===== config.mk =====
export PLATFORM = sky130hd
export DESIGN_NAME = ffc_ram
export DESIGN_NICKNAME = d
export VERILOG_FILES = /design/src/hdl/ffc_ram.sv
export SDC_FILE = /design/constraint.sdc
export NUM_CORES = 1
export LEC_CHECK = 0
export BUFFER_PORTS_ARGS = -buffer_cell sky130_fd_sc_hd__buf_2
export CORE_MARGIN = 5
export CORE_UTILIZATION = 50
export CTS_CLUSTER_DIAMETER = 100
export DETAILED_ROUTE_END_ITERATION = 12
export GPL_TIMING_DRIVEN = 0
export PLACE_DENSITY = 0.69
export SYNTH_ARGS = -nofsm -noshare
export SYNTH_HDL_FRONTEND = slang
export SYNTH_SLANG_ARGS = --single-unit

===== constraint.sdc =====
create_clock -name clk -period 2 [get_ports clk]
set_input_delay 0.5 -clock clk [delete_from_list [all_inputs] [get_ports clk]]
set_output_delay 0.5 -clock clk [all_outputs]
set_load 0.01 [all_outputs]

===== src/hdl/ffc_ram.sv =====
// generic single-write, single-read synchronous ram with registered read
// no dependencies
module ffc_ram #(
  parameter int Width = 8,
  parameter int Depth = 16
) (
  input  logic                     clk,
  input  logic                     we,
  input  logic [$clog2(Depth)-1:0] waddr,
  input  logic [Width-1:0]         wdata,
  input  logic [$clog2(Depth)-1:0] raddr,
  output logic [Width-1:0]         rdata
);

  logic [Width-1:0] mem [Depth];

  always_ff @(posedge clk) begin
    if (we) begin
      mem[waddr] <= wdata;
    end
    rdata <= mem[raddr];
  end

endmodule


==> metrics <==
initial core utilization between 50% and 60%; fin nets 290; Cell variety after synth 19; DR WL/cell between 20 and 25 um; total track usage 16.4%; maximum clock insertion buffer count 2; clk slew on worst S/H paths 0.05 ns; vias per inst 5.53; crit path kind input pin to flop; crit path cell chain buf_2 -> nand3b_1 -> nor3_1; CTS sink count 136; synth warn 0; critical path required time 2.11 ns; Inserted Clock Buffers 17; synthesis-to-finish area growth 15.6%; gr ovfl total 0; Startpoint Class input pin; Max-slew headroom 13.2%; I/O Pins 26; DRC violations left 0; syn_nets 247; Filler cells 743; # setup viols final 0; pre-CTS setup slack -0.678 ns; TritonCTS clock tree done; Post-DP HPWL 5890 um; Final Wtd Congestion 0.734; die width about 110 um; initial antenna violation count 0; ys async rst share 0%; MaxCap Viol Count 0; layout cells sized above 1 28.1%; CP Max Fanout 8; Rows 37; Diodes inserted 0; count leader, synth edfxtp_1; buffers plus inverters on the worst setup path 1; largest net degree at the start of global routing 17; router iterations before antenna repair 4; most frequent cells after synthesis edfxtp_1 (128), mux4_2 (18), a22oi_1 (16); via count 2330; share of the synthesized area in the top cell type 74.7%; Final Cycle Share 89.5%; type of the most critical hold path input pin to flop; post-route clock skew 0.00756 ns; first-pass GRT wire length 14500 um; maximum VDD drop 0.000505 V; unrepaired setup endpoints after global routing false; Routed WL 9490 um; fin crit period 1.79 ns; Slew @ Worst Pin 1.29 ns; Worst path slowest cell nor3_1; fmax 559 MHz; Synth area leader edfxtp_1; setup TNS 0 ns; fin. max-slew vios 0; Top delay family on crit path simple AND/OR/NAND/NOR gates; DIE AREA 12400 sq um; core box area 10200 sq um; later-pin clock latency in the skew report 0.51 ns; synthesized flop and latch total 136; Cells after Synth 229; ys flop type edfxtp_1; register area share after synthesis 77.8%; vias in the first global route 2419; Critical Path End Type flop; port bufs 24; clock root cell clkbuf_8; Arrival @ worst endpoint 1.90 ns; EDFF count, synth 128; Hold Violations, Final 0; Post-DRT Antenna Nets 0; Initial DRC Count around 150; Synth area leaders edfxtp_1 (75%), mux4_2 (7.9%), mux4_1 (7.1%); die height 111 um; H-tree Lvls 4; Mapped Avg Cell Area 22.5 sq um; Pwr Density between 1000 and 1500 nW/um^2; LEAKAGE ~2 nW; synthesized area 5150 sq um; setup ws final 0.210 ns; run status completed; Max stage delay on crit path between 1 and 1.5 ns
## cells in the final DEF, fill, tap and decap left out, drive strengths merged
master,n
edfxtp,128
mux4,32
buf,31
clkbuf,23
a22oi,16
nor2,13
nand2,9
dfxtp,8
clkinv,5
clkinvlp,4
nor3,4
clkdlybuf4s25,3
nand3b,2
nand2b,2
nor2b,1
and2,1
and2b,1
nand3,1
or3b,1
## routing by layer
layer,vias up,wire [um],GRT usage [%]
met5,-,0,0
met1,1199,4150,22.1
met2,62,4730,25.8
met4,0,136,6.57
li1,1058,-,-
met3,11,480,4.13
## cells by family after synthesis
kind of cell	Yosys count	share of synthesized area, %
multiplexers	32	15.0
flip-flops	136	77.8
buffers and inverters	10	1.68
AO/OA/AOI/OAI	16	2.33
AND/OR/NAND/NOR	35	3.18
## area by class of cell
| class | instances | area [sq um] | share of cell area (%) |
|---|---|---|---|
| Timing Repair Buffer | 24 | 120 | 2.02 |
| Clock inverter | 9 | 52.6 | 0.883 |
| Buffer | 10 | 86.3 | 1.45 |
| Sequential cell | 136 | 4000 | 67.3 |
| Tap cell | 136 | 170 | 2.86 |
| Multi-Input combinational cell | 83 | 1060 | 17.8 |
| Clock buffer | 23 | 457 | 7.67 |
## state kept, by name, indices dropped and copies added (netlist names)
register / cells
mem: 128
rdata: 8
## repair_timing
item	CTS	global route
resized for setup	1	0
hold buffers	0	0
setup endpoints to repair	8	0
setup buffers	0	0
## report_power, final
part           switching [W]  internal (W)
sequential         0.0000142       0.00319
clock                0.00106       0.00157
combinational       0.000179      0.000126
total                0.00125       0.00488
## metrics by stage
| step | instances | hold WS (ns) | total power [W] | util [%] | area, sq um |
|---|---|---|---|---|---|
| global route | 421 | 0.387 | 0.00635 | 58.4 | 5950 |
| finish | 421 | 0.397 | 0.00613 | 58.4 | 5950 |
| CTS | 421 | 0.373 | 0.00618 | 58.4 | 5950 |
| global placement | 389 | 0.655 | 0.00356 | 53.4 | 5440 |
| detailed placement | 389 | 0.667 | 0.00357 | 53.4 | 5440 |
| floorplan | 229 | 0.599 | 0.00343 | - | 5150 |
## worst paths after layout
| kind | startpoint | to | slack, ns | depth (start not counted) |
|---|---|---|---|---|
| hold reg to reg | mem[8][3] | rdata[3] | 0.68 | 3 |
| setup reg to reg | mem[11][7] | rdata[7] | 0.58 | 3 |
| hold / removal | wdata[6] | mem[5][6] | 0.40 | 1 |
| setup / recovery | waddr[2] | mem[8][6] | 0.21 | 3 |
No activity file was read; power rests on OpenSTA's default activity.
