<file path="config.mk">
export PLATFORM = sky130hd
export DESIGN_NAME = ffc_div
export DESIGN_NICKNAME = d
export VERILOG_FILES = /design/src/hdl/ffc_pkg.sv /design/src/hdl/ffc_div.sv
export SDC_FILE = /design/constraint.sdc
export NUM_CORES = 2
export LEC_CHECK = 0
export BUFFER_PORTS_ARGS = -buffer_cell sky130_fd_sc_hd__buf_2
export CORE_MARGIN = 2
export CORE_UTILIZATION = 43
export DETAILED_ROUTE_END_ITERATION = 8
export GPL_TIMING_DRIVEN = 0
export PLACE_DENSITY = 0.6
export REMOVE_ABC_BUFFERS = 1
export SLEW_MARGIN = 40
export SYNTH_ARGS = -nofsm -noshare
export SYNTH_HDL_FRONTEND = slang
export SYNTH_SLANG_ARGS = --single-unit
</file>
<file path="constraint.sdc">
create_clock -name clk -period 5.7 [get_ports clk]
set_input_delay 1.71 -clock clk [delete_from_list [all_inputs] [get_ports clk]]
set_output_delay 1.71 -clock clk [all_outputs]
set_load 0.05 [all_outputs]
</file>
<file path="src/hdl/ffc_pkg.sv">
// flat-field correction shared package: payload structs, codes and widths
// no dependencies
package ffc_pkg;

  localparam int PixelCount = 1048576;
  localparam int MaxFrames  = 4096;
  localparam int IdxW       = 20;
  localparam int SumW       = 28;
  localparam int NW         = 13;
  localparam int NumW       = 29;
  localparam int QW         = 16;

  localparam logic [1:0] CMD_CORRECT = 2'd0;
  localparam logic [1:0] CMD_WHITE   = 2'd1;
  localparam logic [1:0] CMD_DARK    = 2'd2;

  localparam logic [1:0] ST_OK      = 2'd0;
  localparam logic [1:0] ST_MISSING = 2'd1;
  localparam logic [1:0] ST_STORED  = 2'd2;

  localparam logic [SumW-1:0] SumMax = {SumW{1'b1}};

  typedef struct packed {
    logic [1:0]      cmd;
    logic [IdxW-1:0] pixel_index;
    logic [15:0]     sample;
    logic            first_frame;
    logic            last_sample;
  } in_item_t;

  typedef struct packed {
    logic [15:0] corrected;
    logic [1:0]  status;
  } out_item_t;

  // per-item control carried down the pipeline
  typedef struct packed {
    logic            vld;
    logic [1:0]      cmd;
    logic [IdxW-1:0] idx;
    logic [15:0]     sample;
    logic            first;
    logic            missing;
  } ctl_t;

endpackage

</file>
<file path="src/hdl/ffc_div.sv">
// pipelined restoring divider: quo = floor((2*65535*num + den) / (2*den)), num < den
// one quotient bit per stage; depends on ffc_pkg
module ffc_div import ffc_pkg::*; (
  input  logic            clk,
  input  logic            rst_n,
  input  logic            in_vld,
  input  logic [NumW-1:0] num,
  input  logic [NumW-1:0] den,
  input  logic [17:0]     tag,
  output logic            out_vld,
  output logic [QW-1:0]   quo,
  output logic [17:0]     out_tag
);

  // divisor is 2*den; num < den keeps the quotient under 2^16, so the
  // dividend bits above the low 16 already sit below the divisor
  localparam int DW = NumW + 1;
  localparam int XW = QW + DW;

  logic [XW-1:0] x;
  logic [DW-1:0] rem_r [QW+1];
  logic [DW-1:0] dv_r  [QW+1];
  logic [QW-1:0] lo_r  [QW+1];
  logic [QW-1:0] q_r   [QW+1];
  logic [17:0]   tag_r [QW+1];
  logic [QW:0]   vld_r;

  // 2*65535*num + den as shifts and adds
  assign x = (XW'(num) << 17) - (XW'(num) << 1) + XW'(den);

  always_ff @(posedge clk) begin
    if (!rst_n) vld_r <= '0;
    else vld_r <= {vld_r[QW-1:0], in_vld};
  end

  always_ff @(posedge clk) begin
    logic [DW:0] t;
    rem_r[0] <= x[XW-1:QW];
    lo_r[0]  <= x[QW-1:0];
    dv_r[0]  <= {den, 1'b0};
    q_r[0]   <= '0;
    tag_r[0] <= tag;
    for (int s = 0; s < QW; s++) begin
      // shift in the next dividend bit, msb first
      t = {rem_r[s], lo_r[s][QW-1]};
      if (t >= {1'b0, dv_r[s]}) begin
        rem_r[s+1] <= DW'(t - {1'b0, dv_r[s]});
        q_r[s+1]   <= {q_r[s][QW-2:0], 1'b1};
      end else begin
        rem_r[s+1] <= t[DW-1:0];
        q_r[s+1]   <= {q_r[s][QW-2:0], 1'b0};
      end
      lo_r[s+1]  <= {lo_r[s][QW-2:0], 1'b0};
      dv_r[s+1]  <= dv_r[s];
      tag_r[s+1] <= tag_r[s];
    end
  end

  assign out_vld = vld_r[QW];
  assign quo     = q_r[QW];
  assign out_tag = tag_r[QW];

endmodule

</file>
==> flow_summary_export.csv <==
group,metric,value,unit
outcome,status,"finished, final reports clean",
synthesis,synth_edf_count,0,
pwr,p_int,29.3,mW
grt,grt_pass1_wl,221000,microns
synthesis,synth_async_sr_flop_share,0,
synthesis,ys_seq_elements,1523,
place,gp_congestion,0.927,
min_path,worstHoldStart,"lo_r[0][14]$_DFF_P_",
min_path,hold_depth,0,
clocking,root_buffer,"clkbuf_16",
sta,max_freq,211,MHz
setup_path,critPathKind,"in2reg",
sta,tightest_slew,839,ps
final_layout,seq_area,30500,sq um
setup_path,crit_buf_inv,2,
setup_path,slowest_delay,640,ps
detailed_routing,dr_wl_met2,71600,microns
final_layout,syn_to_final_growth,13.0,%
grt,overflow,0,
setup_path,cp_top_family,"compound AO/OA/AOI/OAI gates",
synthesis,synth_warnings,0,
pwr,pwr-share-seq,0.324,
setup_path,path_max_fanout,6,
final_layout,multiInputGateArea,29800,sq um
sta,fin_crit,4750,ps
detailed_routing,drtIter0Drc,2285,
final_layout,diodes,0,
sta,maxSlewViolCount,0,
sta,hold_viol,0,
detailed_routing,vias_per_cell,5.08,
setup_path,cp_common_cell,"ha_1",
setup_path,arrival,5340,ps
detailed_routing,drtAntennaViolNets,0,
clocking,path_clk_slew,70,ps
final_layout,final_nets,7153,
place,pre_cts_ws,134,ps
pwr,p_per_area,646,nW/um^2
sta,setup_viol,0,
sta,maxSlewHeadroom,0.432,
setup_path,end_kind,"flip-flop",
die,ios,114,
sta,hold-worst-slack,295,ps
die,die_w,388,microns
job,drv_cap,0,
detailed_routing,drc,0,
pwr,p_clk_frac,0.228,
setup_path,regToRegStartpoint,"dv_r[0][393]$_DFF_P_",
clocking,worstSkewPairLatency,800,ps
die,fp-row-count,140,
detailed_routing,maxUsedRoutingLayer,"met4",
detailed_routing,vias,43500,
die,core,146000,sq um
pwr,power_leakage,33.0,nW
setup_path,worstPathRequired,6290,ps
setup_path,r2r_cells,11,
detailed_routing,dr_wl_met3,4180,microns
setup_path,critical_path.startpoint_type,"input port",
sta,period_share,0.833,
pwr,combPwrFrac,0.448,
setup_path,regToRegSetupSlack,1390,ps
setup_path,r2r-end,"rem_r[14][26]$_DFF_P_",
clocking,clkSinkCount,1523,
synthesis,syn_inst,6354,
clocking,htreeDepth,4,
detailed_routing,wirelength,137000,microns
synthesis,synth.distinct_cells,99,
place,io_buffers,113,
clocking,cts-buffers-inserted,161,
synthesis,synthFlopType,"dfxtp_1",
grt,antenna_found_initial,1,
synthesis,avgSynthCellArea,9.96,sq um
die,die_h,388,microns
final_layout,post-route-util,0.490,
clocking,holdBufCountCts,0,
grt,grt_max_degree,54,
detailed_routing,wl_per_cell,15.9,microns
pwr,ir_worst_vdd,0.000294,V
synthesis,seq_area_frac_synth,0.482,
setup_path,path_cells,"buf_2, inv_1, ha_1, ha_1, a21oi_1, o21ai_0, a221oi_1, o311ai_1, a41oi_2, o22ai_1, o31ai_1, o311ai_0",
setup_path,slowest_stage,"o31ai_1",
final_layout,drive_gt1_frac,0.104,
detailed_routing,dr.pass1.iters,5,
die,die_area,150000,sq um
grt,grt_usage,0.180,
sta,rsz0062_at_grt,"no",
sta,setup_ws,952,ps
clocking,post-cts-setup-buffers,0,
grt,grt_pass1_vias,43800,
clocking,cts_tree,"yes",
clocking,clk_path_buf_depth,3,
min_path,worstHoldPathType,"reg2reg",
synthesis,synth_area,63300,sq um
setup_path,critical_path.startpoint,"num[10]",
final_layout,fillers,13400,
min_path,hold_path_end,"lo_r[0][31]$_DFF_P_",
pwr,power_switching,16.9,mW
pwr,swShare,0.366,
clocking,cts-resized-gates,0,
detailed_routing,wl_met1,54300,microns
sta,fin_worst_skew,45.8,ps
place,dpl.hpwl,107000,microns
die,initial_core_util,0.434,
## stage by stage
stage / std cells / TNS (ps) / power (mW) / instance area [sq um]
global route: 8573 / 0 / 49.7 / 71500
CTS: 8573 / 0 / 46.6 / 71500
finish: 8573 / 0 / 46.2 / 71500
floorplan: 6230 / 0 / 30.9 / 62700
detailed placement: 8277 / 0 / 35.8 / 66000
global placement: 8260 / -47570 / 35.4 / 65700
## worst register-to-register path, delay by kind of cell, from the launching register on
family | cells | cell delay (ps)
AOI/OAI and AO/OA | 6 | 2060
adders and majority gates | 1 | 320
buffers and inverters | 2 | 760
DFF | 1 | 350
muxes | 1 | 540
and+or+nand+nor | 1 | 160
## cells in the mapped netlist (all sizes together) (38+ instances only)
cell,number,area [sq um]
and2,42,263
nor2b,59,369
nand4,70,438
clkbuf,70,264
and3,42,263
nor3,51,255
a21oi,522,2620
nand2,318,1190
dfxtp,1523,30500
mux2,228,2670
o31ai,44,345
nor2,392,1470
xor2,147,1290
xnor2,240,2100
o21bai,38,285
a211oi,52,435
o21a,79,593
a31oi,62,403
o21ai,278,1400
ha,523,6540
nand2b,57,357
buf,54,334
inv,678,2540
a21o,254,1910
nand3,96,480
## power groups by stage
| stage | sequential, mW | combinational, mW | clock (mW) |
|---|---|---|---|
| 6_report | 15.0 | 20.7 | 10.5 |
| 3_3_place_gp | 15.2 | 20.2 | 0 |
| 5_1_grt | 15.3 | 23.1 | 11.3 |
| 4_1_cts | 15.0 | 20.7 | 10.9 |
| 2_1_floorplan | 14.9 | 16.1 | 0 |
| 3_5_place_dp | 15.2 | 20.6 | 0 |
## cell type report
cell class | instances | share of cell area
Clock buffer | 225 | 0.0643
Clock inverter | 71 | 0.0129
Inverter | 679 | 0.0357
Multi-Input combinational cell | 4028 | 0.417
Sequential cell | 1523 | 0.426
Tap cell | 1917 | 0.0335
Timing Repair Buffer | 130 | 0.0106
## flip-flops by register name, summed over array words and instances (netlist names)
name,count
vld_r,17
lo_r,135
q_r,136
dv_r,449
tag_r,306
rem_r,480
## how the worst max path moves through the flow
stage,end,cells after the start
floorplan,rem_r[2][10]$_DFF_P_,11
global placement,rem_r[2][29]$_DFF_P_,11
detailed placement,rem_r[0][26]$_DFF_P_,12
CTS,rem_r[0][26]$_DFF_P_,12
global route,rem_r[0][26]$_DFF_P_,12
finish,rem_r[0][26]$_DFF_P_,12
## kinds of logic (layout without fill, tap and decap cells)
group                    after synthesis  in the layout  share of synthesized area
AND/OR/NAND/NOR                     1254           1254                     0.0950
flip-flops                          1523           1523                      0.482
multiplexers                         255            255                     0.0464
buffers and inverters                803           1105                     0.0497
XOR/XNOR                             387            387                     0.0535
adder cells (fa/ha/maj)              551            551                      0.112
AO/OA/AOI/OAI                       1581           1581                      0.161
## layout by cell type, fill, tap and decap left out, types with 32 or more instances in the layout
| cell | netlist | layout |
|---|---|---|
| dfxtp_1 | 1523 | 1523 |
| inv_1 | 675 | 675 |
| ha_1 | 523 | 523 |
| a21oi_1 | 520 | 520 |
| nor2_1 | 392 | 392 |
| nand2_1 | 318 | 318 |
| o21ai_0 | 263 | 263 |
| a21o_1 | 254 | 254 |
| xnor2_1 | 240 | 240 |
| mux2_2 | 192 | 192 |
| clkbuf_16 | 0 | 162 |
| xor2_1 | 147 | 147 |
| buf_2 | 36 | 113 |
| nand3_1 | 96 | 96 |
| o21a_1 | 79 | 79 |
| nand4_1 | 70 | 70 |
| a31oi_1 | 61 | 60 |
| nor2b_1 | 59 | 59 |
| nand2b_1 | 57 | 57 |
| nor3_1 | 51 | 50 |
| a211oi_1 | 46 | 45 |
| and3_1 | 42 | 42 |
| o31ai_1 | 41 | 41 |
| and2_1 | 38 | 38 |
| o21bai_1 | 38 | 38 |
| clkbuf_1 | 69 | 32 |
## per-layer routing
layer,global-route usage,vias up
met3,0.0302,322
met1,0.186,20100
li1,-,22300
met5,0,-
met4,0.0911,0
met2,0.347,736
(Power assumes the default switching activity.)
